==> config.mk <==
export PLATFORM = sky130hd
export DESIGN_NAME = lfu_cache_table_unit_flat
export DESIGN_NICKNAME = d
export VERILOG_FILES = /design/src/hw/rtl/lcu_pkg.sv /design/src/hw/rtl/lcu_req_if.sv /design/src/hw/rtl/lcu_rsp_if.sv /design/src/hw/rtl/lfu_cache_table_unit.sv /design/src/flat_wrapper.sv
export SDC_FILE = /design/constraint.sdc
export NUM_CORES = 2
export LEC_CHECK = 0
export ABC_AREA = 1
export BUFFER_PORTS_ARGS = -buffer_cell sky130_fd_sc_hd__clkbuf_2
export CORE_UTILIZATION = 50
export DETAILED_ROUTE_END_ITERATION = 16
export PLACE_DENSITY = 0.66
export SLEW_MARGIN = 20
export SYNTH_ARGS = -nofsm -noshare
export SYNTH_HDL_FRONTEND = slang
export SYNTH_SLANG_ARGS = --single-unit
==> constraint.sdc <==
create_clock -name clk_i -period 21.9 [get_ports clk_i]
set_input_delay 1.095 -clock clk_i [delete_from_list [all_inputs] [get_ports clk_i]]
set_output_delay 1.095 -clock clk_i [all_outputs]
set_load 0.1 [all_outputs]
==> src/hw/rtl/lcu_pkg.sv <==
// Shared types and constants for the LFU cache table unit.
package lcu_pkg;

  // Field widths of one cache word.
  localparam int unsigned KeyW   = 32;
  localparam int unsigned ValW   = 32;
  localparam int unsigned CountW = 16;
  localparam int unsigned StampW = 48;

  // Configuration register file.
  localparam int unsigned CapW     = 5;
  localparam int unsigned AddrW    = 3;
  localparam int unsigned DataW    = 32;
  localparam logic [CapW-1:0] CapReset = CapW'(16);

  // Use counts stop at the largest count value.
  localparam logic [CountW-1:0] CountMax = '1;

  // Register indexes, taken from paddr[2].
  typedef enum logic {
    REG_CAPACITY = 1'b0,
    REG_NONE     = 1'b1
  } reg_idx_e;

  // Operation codes of a request word.
  typedef enum logic {
    OP_GET = 1'b0,
    OP_PUT = 1'b1
  } opcode_e;

  // One stored cache entry.
  typedef struct packed {
    logic [KeyW-1:0]   key;
    logic [ValW-1:0]   value;
    logic [CountW-1:0] use_count;
    logic [StampW-1:0] last_touch;
  } entry_t;

endpackage

==> src/hw/rtl/lcu_req_if.sv <==
// Request channel: operation, key and value with a valid/ready handshake.
interface lcu_req_if;
  logic                            valid;
  logic                            ready;
  lcu_pkg::opcode_e                opcode;
  logic signed [lcu_pkg::KeyW-1:0] lookup_key;
  logic signed [lcu_pkg::ValW-1:0] write_value;

  modport source (output valid, opcode, lookup_key, write_value, input ready);
  modport sink   (input valid, opcode, lookup_key, write_value, output ready);
endinterface

==> src/hw/rtl/lcu_rsp_if.sv <==
// Response channel: hit flag, read value and eviction report.
interface lcu_rsp_if;
  logic                            valid;
  logic                            ready;
  logic                            hit;
  logic signed [lcu_pkg::ValW-1:0] read_value;
  logic                            evicted;
  logic signed [lcu_pkg::KeyW-1:0] evicted_key;

  modport source (output valid, hit, read_value, evicted, evicted_key, input ready);
  modport sink   (input valid, hit, read_value, evicted, evicted_key, output ready);
endinterface

==> src/hw/rtl/lfu_cache_table_unit.sv <==
// LFU cache table with LRU tie-break, built around one entry memory.
//
//   channel   direction  handshake             contents
//   req_i     in         valid/ready           opcode, lookup_key, write_value
//   rsp_o     out        valid/ready           hit, read_value, evicted, evicted_key
//   APB       in/out     psel/penable/pready   capacity at byte address 0
//
// A word passes the scan, drain and commit states from acceptance to the next one:
// the entry memory is read one slot per cycle for the key match, the victim and
// the first free slot, then the commit state writes the chosen entry back.
// With capacity zero a word goes straight to commit and the memory is not touched.
// Reset clears the per-slot valid flags and the occupancy count at once, so no
// clearing pass runs. A stalled response holds the final write-back only; the
// next word is accepted while an earlier response still waits.
module lfu_cache_table_unit #(
  parameter int unsigned MAX_ENTRIES = 16
) (
  input  logic                            clk_i,
  input  logic                            rst_ni,
  lcu_req_if.sink                         req_i,
  lcu_rsp_if.source                       rsp_o,
  input  logic                            psel,
  input  logic                            penable,
  input  logic                            pwrite,
  input  logic [lcu_pkg::AddrW-1:0]       paddr,
  input  logic [lcu_pkg::DataW-1:0]       pwdata,
  output logic [lcu_pkg::DataW-1:0]       prdata,
  output logic                            pready
);

  localparam int unsigned IdxW = (MAX_ENTRIES > 1) ? $clog2(MAX_ENTRIES) : 1;
  localparam int unsigned OccW = $clog2(MAX_ENTRIES + 1);
  localparam int unsigned CmpW = (OccW > lcu_pkg::CapW) ? OccW : lcu_pkg::CapW;
  localparam logic [IdxW-1:0] LastIdx = IdxW'(MAX_ENTRIES - 1);

  typedef enum logic [1:0] {
    ST_IDLE,
    ST_SCAN,
    ST_DRAIN,
    ST_COMMIT
  } state_e;

  // Control state.
  state_e                      state_q;
  logic [lcu_pkg::CapW-1:0]    cap_q;
  logic [MAX_ENTRIES-1:0]      valid_q;
  logic [OccW-1:0]             occ_q;
  logic [lcu_pkg::StampW-1:0]  touch_q;
  logic [IdxW-1:0]             addr_q;
  logic [IdxW-1:0]             rd_idx_q;
  logic                        rd_vld_q;
  logic                        off_q;

  // Captured request word.
  lcu_pkg::opcode_e            op_q;
  logic [lcu_pkg::KeyW-1:0]    key_q;
  logic [lcu_pkg::ValW-1:0]    val_q;

  // Scan results.
  logic                        match_q;
  logic [IdxW-1:0]             match_idx_q;
  lcu_pkg::entry_t             match_ent_q;
  logic                        vic_found_q;
  logic [IdxW-1:0]             vic_idx_q;
  logic [lcu_pkg::KeyW-1:0]    vic_key_q;
  logic [lcu_pkg::CountW-1:0]  vic_cnt_q;
  logic [lcu_pkg::StampW-1:0]  vic_stamp_q;
  logic                        free_found_q;
  logic [IdxW-1:0]             free_idx_q;

  // Response register.
  logic                        rsp_valid_q;
  logic                        rsp_hit_q;
  logic [lcu_pkg::ValW-1:0]    rsp_val_q;
  logic                        rsp_ev_q;
  logic [lcu_pkg::KeyW-1:0]    rsp_evk_q;

  // Entry memory with a registered read port.
  lcu_pkg::entry_t             mem [MAX_ENTRIES];
  lcu_pkg::entry_t             rd_q;
  logic                        mem_we;
  logic [IdxW-1:0]             mem_waddr;
  lcu_pkg::entry_t             mem_wdata;

  // Handshake and commit decisions.
  logic                        req_fire;
  logic                        cfg_write;
  logic                        commit;
  logic [CmpW-1:0]             cap_eff;
  logic                        need_evict;
  logic                        slot_live;
  logic                        key_eq;
  logic                        vic_better;
  logic                        res_hit;
  logic [lcu_pkg::ValW-1:0]    res_val;
  logic                        res_ev;
  logic [lcu_pkg::KeyW-1:0]    res_evk;
  logic                        ins_new;

  assign req_fire  = req_i.valid && req_i.ready;
  assign cfg_write = psel && penable && pwrite && pready;
  assign commit    = (state_q == ST_COMMIT) && (!rsp_valid_q || rsp_o.ready);

  // Capacity above the table depth acts as the table depth.
  always_comb begin
    if (CmpW'(cap_q) > CmpW'(MAX_ENTRIES)) begin
      cap_eff = CmpW'(MAX_ENTRIES);
    end else begin
      cap_eff = CmpW'(cap_q);
    end
  end
  assign need_evict = CmpW'(occ_q) >= cap_eff;

  // Per-slot comparisons on the word read in the previous cycle.
  assign slot_live  = rd_vld_q && valid_q[rd_idx_q];
  assign key_eq     = rd_q.key == key_q;
  assign vic_better = !vic_found_q || (rd_q.use_count < vic_cnt_q) ||
                      ((rd_q.use_count == vic_cnt_q) && (rd_q.last_touch < vic_stamp_q));

  // Result word and memory write for the commit cycle.
  always_comb begin
    res_hit   = 1'b0;
    res_val   = '1;
    res_ev    = 1'b0;
    res_evk   = '0;
    ins_new   = 1'b0;
    mem_we    = 1'b0;
    mem_waddr = match_idx_q;
    mem_wdata = match_ent_q;
    if (!off_q) begin
      if (match_q) begin
        // Hit: refresh the entry, overwrite the value on a put.
        res_hit = 1'b1;
        if (op_q == lcu_pkg::OP_GET) begin
          res_val = match_ent_q.value;
        end else begin
          mem_wdata.value = val_q;
        end
        if (match_ent_q.use_count != lcu_pkg::CountMax) begin
          mem_wdata.use_count = match_ent_q.use_count + 1'b1;
        end
        mem_wdata.last_touch = touch_q;
        mem_we = 1'b1;
      end else if (op_q == lcu_pkg::OP_PUT) begin
        // Miss on a put: reuse the victim when full, else the first free slot.
        mem_wdata.key        = key_q;
        mem_wdata.value      = val_q;
        mem_wdata.use_count  = lcu_pkg::CountW'(1);
        mem_wdata.last_touch = touch_q;
        if (need_evict) begin
          res_ev    = vic_found_q;
          res_evk   = vic_found_q ? vic_key_q : '0;
          mem_waddr = vic_idx_q;
          mem_we    = vic_found_q;
        end else begin
          mem_waddr = free_idx_q;
          mem_we    = free_found_q;
          ins_new   = free_found_q;
        end
      end
    end
  end

  // Entry memory: one write port, one registered read port.
  always_ff @(posedge clk_i) begin
    if (mem_we && commit) begin
      mem[mem_waddr] <= mem_wdata;
    end
    rd_q <= mem[addr_q];
  end

  // Sequencer, scan trackers and response register.
  always_ff @(posedge clk_i or negedge rst_ni) begin
    if (!rst_ni) begin
      state_q      <= ST_IDLE;
      cap_q        <= lcu_pkg::CapReset;
      valid_q      <= '0;
      occ_q        <= '0;
      touch_q      <= '0;
      addr_q       <= '0;
      rd_idx_q     <= '0;
      rd_vld_q     <= 1'b0;
      off_q        <= 1'b0;
      op_q         <= lcu_pkg::OP_GET;
      key_q        <= '0;
      val_q        <= '0;
      match_q      <= 1'b0;
      match_idx_q  <= '0;
      match_ent_q  <= '0;
      vic_found_q  <= 1'b0;
      vic_idx_q    <= '0;
      vic_key_q    <= '0;
      vic_cnt_q    <= '0;
      vic_stamp_q  <= '0;
      free_found_q <= 1'b0;
      free_idx_q   <= '0;
      rsp_valid_q  <= 1'b0;
      rsp_hit_q    <= 1'b0;
      rsp_val_q    <= '0;
      rsp_ev_q     <= 1'b0;
      rsp_evk_q    <= '0;
    end else begin
      // Configuration write.
      if (cfg_write && (lcu_pkg::reg_idx_e'(paddr[2]) == lcu_pkg::REG_CAPACITY)) begin
        cap_q <= pwdata[lcu_pkg::CapW-1:0];
      end

      // Response register drains on its handshake unless a new word lands.
      if (rsp_o.ready && !commit) begin
        rsp_valid_q <= 1'b0;
      end

      rd_idx_q <= addr_q;
      rd_vld_q <= (state_q == ST_SCAN);

      // Track the matching key, the victim and the first free slot.
      if (slot_live) begin
        if (key_eq && !match_q) begin
          match_q     <= 1'b1;
          match_idx_q <= rd_idx_q;
          match_ent_q <= rd_q;
        end
        if (vic_better) begin
          vic_found_q <= 1'b1;
          vic_idx_q   <= rd_idx_q;
          vic_key_q   <= rd_q.key;
          vic_cnt_q   <= rd_q.use_count;
          vic_stamp_q <= rd_q.last_touch;
        end
      end else if (rd_vld_q && !free_found_q) begin
        free_found_q <= 1'b1;
        free_idx_q   <= rd_idx_q;
      end

      unique case (state_q)
        ST_IDLE: begin
          if (req_fire) begin
            op_q         <= req_i.opcode;
            key_q        <= req_i.lookup_key;
            val_q        <= req_i.write_value;
            off_q        <= (cap_q == '0);
            match_q      <= 1'b0;
            vic_found_q  <= 1'b0;
            free_found_q <= 1'b0;
            addr_q       <= '0;
            state_q      <= (cap_q == '0) ? ST_COMMIT : ST_SCAN;
          end
        end
        ST_SCAN: begin
          if (addr_q == LastIdx) begin
            state_q <= ST_DRAIN;
          end else begin
            addr_q <= addr_q + 1'b1;
          end
        end
        ST_DRAIN: begin
          state_q <= ST_COMMIT;
        end
        ST_COMMIT: begin
          if (commit) begin
            rsp_valid_q <= 1'b1;
            rsp_hit_q   <= res_hit;
            rsp_val_q   <= res_val;
            rsp_ev_q    <= res_ev;
            rsp_evk_q   <= res_evk;
            if (mem_we) begin
              touch_q <= touch_q + 1'b1;
            end
            if (ins_new) begin
              valid_q[mem_waddr] <= 1'b1;
              occ_q              <= occ_q + 1'b1;
            end
            state_q <= ST_IDLE;
          end
        end
        default: state_q <= ST_IDLE;
      endcase
    end
  end

  // Channel outputs.
  assign req_i.ready       = (state_q == ST_IDLE);
  assign rsp_o.valid       = rsp_valid_q;
  assign rsp_o.hit         = rsp_hit_q;
  assign rsp_o.read_value  = rsp_val_q;
  assign rsp_o.evicted     = rsp_ev_q;
  assign rsp_o.evicted_key = rsp_evk_q;

  // Register read-back.
  assign pready = 1'b1;
  always_comb begin
    unique case (lcu_pkg::reg_idx_e'(paddr[2]))
      lcu_pkg::REG_CAPACITY: prdata = lcu_pkg::DataW'(cap_q);
      default:               prdata = '0;
    endcase
  end

endmodule
==> src/flat_wrapper.sv <==
// flat-port wrapper written by rule: the top's interface ports become plain ports
module lfu_cache_table_unit_flat 
#(
  parameter int unsigned MAX_ENTRIES = 16
)
  (clk_i, rst_ni, psel, penable, pwrite, paddr, pwdata, prdata, pready, req_i_valid, req_i_opcode, req_i_lookup_key, req_i_write_value, req_i_ready, rsp_o_valid, rsp_o_hit, rsp_o_read_value, rsp_o_evicted, rsp_o_evicted_key, rsp_o_ready);
  lcu_req_if req_i_i ();
  lcu_rsp_if rsp_o_i ();
  input  logic clk_i;
  input  logic rst_ni;
  input  logic psel;
  input  logic penable;
  input  logic pwrite;
  input  logic [lcu_pkg::AddrW-1:0] paddr;
  input  logic [lcu_pkg::DataW-1:0] pwdata;
  output logic [lcu_pkg::DataW-1:0] prdata;
  output logic pready;
  input wire logic [$bits(req_i_i.valid)-1:0] req_i_valid;
  input wire logic [$bits(req_i_i.opcode)-1:0] req_i_opcode;
  input wire logic [$bits(req_i_i.lookup_key)-1:0] req_i_lookup_key;
  input wire logic [$bits(req_i_i.write_value)-1:0] req_i_write_value;
  output wire logic [$bits(req_i_i.ready)-1:0] req_i_ready;
  output wire logic [$bits(rsp_o_i.valid)-1:0] rsp_o_valid;
  output wire logic [$bits(rsp_o_i.hit)-1:0] rsp_o_hit;
  output wire logic [$bits(rsp_o_i.read_value)-1:0] rsp_o_read_value;
  output wire logic [$bits(rsp_o_i.evicted)-1:0] rsp_o_evicted;
  output wire logic [$bits(rsp_o_i.evicted_key)-1:0] rsp_o_evicted_key;
  input wire logic [$bits(rsp_o_i.ready)-1:0] rsp_o_ready;
  assign req_i_i.valid = req_i_valid;
  assign req_i_i.opcode = req_i_opcode;
  assign req_i_i.lookup_key = req_i_lookup_key;
  assign req_i_i.write_value = req_i_write_value;
  assign req_i_ready = req_i_i.ready;
  assign rsp_o_valid = rsp_o_i.valid;
  assign rsp_o_hit = rsp_o_i.hit;
  assign rsp_o_read_value = rsp_o_i.read_value;
  assign rsp_o_evicted = rsp_o_i.evicted;
  assign rsp_o_evicted_key = rsp_o_i.evicted_key;
  assign rsp_o_i.ready = rsp_o_ready;
  lfu_cache_table_unit #(.MAX_ENTRIES(MAX_ENTRIES)) u_core (.clk_i(clk_i), .rst_ni(rst_ni), .req_i(req_i_i), .rsp_o(rsp_o_i), .psel(psel), .penable(penable), .pwrite(pwrite), .paddr(paddr), .pwdata(pwdata), .prdata(prdata), .pready(pready));
endmodule
# Word level (Yosys, flattened, before mapping)
# Memory sizes are Yosys's and may differ from the RTL's. A register that Yosys moved wholly into a read port is not among the register bits.
# Cells that the tools add are included.
# op_classes
n_addsub,4
magnitude_cmp,7
eq_ne,11
muxes,63
bitwise,3
reduce_logical,32
# op_table
op,count
$mux W32,10
$mux W128,2
$mux W96,1
$add A48 B1 Y48 const B,1
$lt A48 B48 Y1,1
$mux W1,33
$eq A32 B32 Y1,1
$mux W4,6
$add A16 B1 Y16 const B,1
$eq A16 B16 Y1,1
$lt A16 B16 Y1,1
$mux W16,1
$ne A16 B16 Y1 const B,1
$or A16 B16 Y16,1
$logic_and A1 B1 Y1,12
$reduce_and A3 Y1,4
$lt A4 B5 Y1 const B,2
$mux W5,2
$reduce_and A2 Y1,5
$mux W2,4
$pmux W2 S4,1
$pmux W4 S2,1
$ne A2 B2 Y1 const B,3
$add A5 B1 Y5 const B,1
other kinds (16),24
# word_totals
register_bits,457
mem_bits_rw,2048
inputBits,107
output_inout_bits,101
elab_cells,151
mem_count,1
# mem_list
name,depth,width,read_ports,rd_clocked_by_memory_dff,wr,line_no,text
u_core.mem,16,128,1,1,1,lfu_cache_table_unit.sv:79,lcu_pkg::entry_t mem [MAX_ENTRIES];

# Longest topological paths before layout
# depth
word_depth,12
mapped_depth,18

# Worst setup path before layout
# OpenSTA, ideal clock, no wires.
# synth_timing
path_kind,reg-to-reg
from,register u_core.cap_q[0] (netlist name)
to,memory u_core.mem[13][0] (netlist name) (enable)
t_arrival_ns,7.331
required_ns,21.283
slack_ns,13.952
stages_incl_launch_ff,17
n_path_buf,0
period_less_slack_ns,7.948
cell_sequence,dfrtp_1 nor2_1 nand3_1 nand2_1 nand2_1 ha_1 nand2_1 nor2_1 o21ai_1 nand3_2 nand2_1 nand2_1 o21ai_2 inv_2 nor2_4 nand2_1 nor2_1
# synth_between
elab_chain_cells,10
elab_cells_between_ends,14
classes_between,2 x order compare; 11 x mux; 1 x reduce/logical
# synth_rtl
item,line_no,text
from (decl),lfu_cache_table_unit.sv:45,logic [lcu_pkg::CapW-1:0] cap_q;
from (signal assigned),lfu_cache_table_unit.sv:176,cap_q <= lcu_pkg::CapReset;
from (signal assigned),lfu_cache_table_unit.sv:205,cap_q <= pwdata[lcu_pkg::CapW-1:0];
$gt A5 B5 Y1,lfu_cache_table_unit.sv:106,if (CmpW'(cap_q) > CmpW'(MAX_ENTRIES)) begin
$mux W5 *,lfu_cache_table_unit.sv:106,
$ge A5 B5 Y1 *,lfu_cache_table_unit.sv:112,assign need_evict = CmpW'(occ_q) >= cap_eff;
$mux W1,lfu_cache_table_unit.sv:150,if (need_evict) begin
$mux W1,lfu_cache_table_unit.sv:144,end else if (op_q == lcu_pkg::OP_PUT) begin
$mux W1,lfu_cache_table_unit.sv:131,if (match_q) begin
$mux W1,lfu_cache_table_unit.sv:130,if (!off_q) begin
$logic_and A1 B1 Y1,lfu_cache_table_unit.sv:166,if (mem_we && commit) begin
$mux W1,lfu_cache_table_unit.sv:166,
$mux W1 (not written as such),lfu_cache_table_unit.sv:167,mem[mem_waddr] <= mem_wdata;
to (decl),lfu_cache_table_unit.sv:79,
# Mark *: on every way between the ends. The rest lies on a longest branch, timed or not.

# Worst setup path in the final report
# layout_timing
from,register u_core.cap_q[1] (netlist name)
to,memory u_core.mem[2][4] (netlist name) (enable)
# The elaborated chain is that of the path after synthesis.

==> flow_summary_export.csv <==
group,metric,value,unit
status,status,"finished clean",
synthesis,synth_xor_area_frac,0.006475,
route,wl_per_cell,24.10,µm
critical_path,cp_data_required_time,22400,ps
finish,nets,8951,
clock_tree,htree_levels,5,
clock_tree,cts.sinks,2633,
critical_path,rr_worst_depth,18,
floorplan,core-area,0.2071,mm²
floorplan,die-area,0.2101,mm²
critical_path,worstPathMaxFanout,38,
critical_path,crit_chain,"nor2_1 > nand3_1 > nand2_1 > nand2_1 > ha_1 > nand2_1 > nor2_1 > o21ai_1 > nand3_2 > nand2_1 > nand3_1 > o21ai_2 > inv_1 > nor2_2 > nand2_1 > nor2_4 > buf_4 > buf_4",
finish,drive_above_1_share,0.09249,
critical_path,cp_common_cell,"nand2_1",
timing,slew_headroom,0.1507,
clock_tree,cts_root_buf,"clkbuf_16",
route,drtIter0Drc,7974,
finish,ff_latch_area,0.07551,mm²
timing,finalHoldViolations,0,
global_route,grt_overflow_total,0,
synthesis,syn-cell-area,0.1042,mm²
synthesis,synth_cells,8642,
critical_path,worst-path-stages,18,
critical_path,path_delay_family,"simple AND/OR/NAND/NOR gates",
timing,fmax,0.1741,GHz
clock_tree,clockBufferDepth,4,
clock_tree,clkTransAtPathRegs,60,ps
clock_tree,clock_latency,950,ps
clock_tree,cts_tree,"built",
placement,routabilityCongestion,0.8795,
synthesis,synth_fa_ha_area_frac,0.009130,
critical_path,path_buf_inv,3,
clock_tree,post_cts_buffers,0,
synthesis,synth_compound_area_frac,0.09688,
floorplan,start_util,0.5030,
global_route,grt_pass1_vias,67086,
critical_path,endpoint_kind,"flip-flop",
floorplan,die_w,458.4,µm
finish,fillCellCount,16717,
synthesis,synth_mux_area_frac,0,
finish,syn_to_final_growth,12.26,%
placement,io_buffers,150,
synthesis,synth_edf_count,2048,
worst_hold_path,hold_path.class,"in -> async",
route,drt.antenna.violating_nets,0,
route,post-route-drc-count,0,
synthesis,yosys_warnings,0,
route,vias,69493,
route,vias_per_cell,5.908,
synthesis,synth_seq_cells,2633,
synthesis,synth-simple-area-share,0.1253,
floorplan,die_h,458.4,µm
timing,fin_skew,73.92,ps
critical_path,cp_slowest_cell,"buf_4",
power,p_leak,43.35,nW
floorplan,ios,208,
timing,finalCriticalPeriod,5743,ps
global_route,grt_usage,0.2663,
clock_tree,post_cts_resized,0,
synthesis,synthDistinctLibCells,50,
route,first_pass_iters,6,
critical_path,critPathMaxStageDelay,850,ps
power,power_density,116.5,mW/mm²
synthesis,synth_top_family_by_area,"simple AND/OR/NAND/NOR gates",
timing,finalCritPeriodShare,0.2622,
timing,tns,0,ps
timing,maxSlewViolCount,0,
timing,setup_viol,0,
synthesis,seq_area_frac_synth,0.7249,
synthesis,synth.avg_cell_area,12.05,µm²
global_route,grt_pass1_wl,420600,µm
power,peakVddDrop,0.08500,mV
synthesis,ys.flop_type,"edfxtp_1",
critical_path,critPathArrivalTime,6240,ps
route,drt-total-wl,283500,µm
timing,worst_slew_pin_slew,1274,ps
global_route,grt_antenna_before_repair,2,
timing,grt_setup_unrepaired,"no",
clock_tree,ctsHoldBuffers,0,
synthesis,async_reset_ff_frac,0.1736,
critical_path,crit_type,"reg -> reg",
job,maxCapViolCount,0,
placement,dp_hpwl,140300,µm
critical_path,start_kind,"flip-flop",
finish,final_util,0.5647,
clock_tree,numCtsBuffers,284,
floorplan,rows,167,
global_route,grt_max_degree,229,
finish,multi_input_area,0.02506,mm²
[cells in the mapped netlist, types with 2 or more instances]
cell	number	area share
o211ai_1	4	0.00029
nand4_1	132	0.0079
o21bai_1	5	0.00036
a221oi_1	139	0.012
a31oi_1	34	0.0020
dfrtp_1	456	0.11
o21ai_1	122	0.0059
buf_2	193	0.0093
nor3_1	33	0.0016
nor3_2	3	0.00029
a21oi_1	325	0.016
xnor2_1	20	0.0017
buf_6	16	0.0017
o21ai_0	865	0.042
clkbuf_1	276	0.0099
ha_1	76	0.0091
xor2_1	57	0.0048
edfxtp_1	2048	0.59
inv_2	7	0.00025
nand3_1	409	0.020
buf_4	46	0.0033
conb_1	2	0.000072
nor2_4	6	0.00065
or2_1	2	0.00012
buf_1	28	0.0010
o21ai_2	4	0.00034
dfxtp_1	128	0.025
nor4_1	11	0.00066
inv_1	324	0.012
nor2_2	6	0.00036
o22ai_1	143	0.0086
or2_0	3	0.00018
nand2_1	1909	0.069
nand2_2	2	0.00012
nor2_1	674	0.024
a21o_1	2	0.00014
o221ai_1	117	0.0098
a22oi_1	3	0.00022
[cells in the final DEF, fill, tap and decap left out, drive strengths merged, types with 57 or more instances in the layout]
cell type	count
dfrtp	456
ha	76
nand2	1912
nand4	132
inv	334
o22ai	143
nand3	411
edfxtp	2048
nor2	687
o21ai	991
buf	221
clkinv	68
a21oi	325
xor2	57
o221ai	117
dfxtp	128
clkbuf	546
a221oi	139
[report_power, final]
group          switching [mW]  total (mW)  internal, mW
Sequential              0.296        6.31          6.01
Clock                    1.89        4.66          2.77
Combinational            1.94        2.65         0.709
Total                    4.12        13.6          9.50
[kinds of logic after synthesis]
family / Yosys count
and+or+nand+nor: 3196
DFF: 2633
AOI/OAI and AO/OA: 1767
buffers and inverters: 891
xor gates and xnor gates: 77
adders and majority gates: 76
other: 2
[per-layer routing]
metal  vias to the layer above  GRT usage  routed length [µm]
met2                      3075     0.4376              136800
met3                       550    0.03680               22040
li1                      31013          -                   -
met5                         -          0                   7
met1                     34853     0.3607              114700
met4                         2     0.1025               10050
[final cells by class]
class	instances	area share
Multi-Input combinational cell	5144	0.2143
Tap cell	2788	0.02983
Clock inverter	98	0.008946
Clock buffer	394	0.06765
Sequential cell	2633	0.6458
Inverter	332	0.01097
Antenna cell	1	0.00002140
Timing Repair Buffer	373	0.02243
[worst paths after layout]
path,from,end,slack (ps)
setup / recovery,u_core.cap_q[1]$_DFFE_PN0P_,u_core.mem[2][4]$_DFFE_PP_,16160
hold / removal,rst_ni,u_core.match_ent_q[68]$_DFFE_PN0P_,170
setup reg to reg,u_core.cap_q[1]$_DFFE_PN0P_,u_core.mem[2][4]$_DFFE_PP_,16160
hold reg to reg,u_core.rd_q[75]$_DFF_P_,u_core.match_ent_q[75]$_DFFE_PN0P_,410
max in group asynchronous,rst_ni,u_core.vic_stamp_q[31]$_DFFE_PN0P_,19120
min in group clk_i,req_i_write_value[10],u_core.val_q[10]$_DFFE_PN0P_,330
[stage by stage]
stage / power (mW) / cells / worst slack [ps] / instance area (µm²) / hold WS [ps]
floorplan: 8.093 / 8668 / 13950 / 104300 / 348.7
global placement: 8.946 / 11265 / 16260 / 107900 / 419.4
detailed placement: 9.022 / 11267 / 16200 / 107900 / 425.9
CTS: 13.65 / 11759 / 16130 / 116900 / 179.6
global route: 14.18 / 11762 / 15880 / 116900 / 234.1
finish: 13.62 / 11763 / 16160 / 116900 / 167.9
[flip-flops by register name (all words and copies together), names as in the netlist, 5 cells and up]
signal and flops:
u_core.mem 2048, u_core.match_ent_q 128, u_core.rd_q 128, u_core.touch_q 48, u_core.vic_stamp_q 48, u_core.key_q 32
u_core.rsp_o.evicted_key 32, u_core.rsp_o.read_value 32, u_core.val_q 32, u_core.vic_key_q 32, u_core.valid_q 16, u_core.vic_cnt_q 16
u_core.cap_q 5, u_core.occ_q 5
No activity file was read; power rests on OpenSTA's default activity.
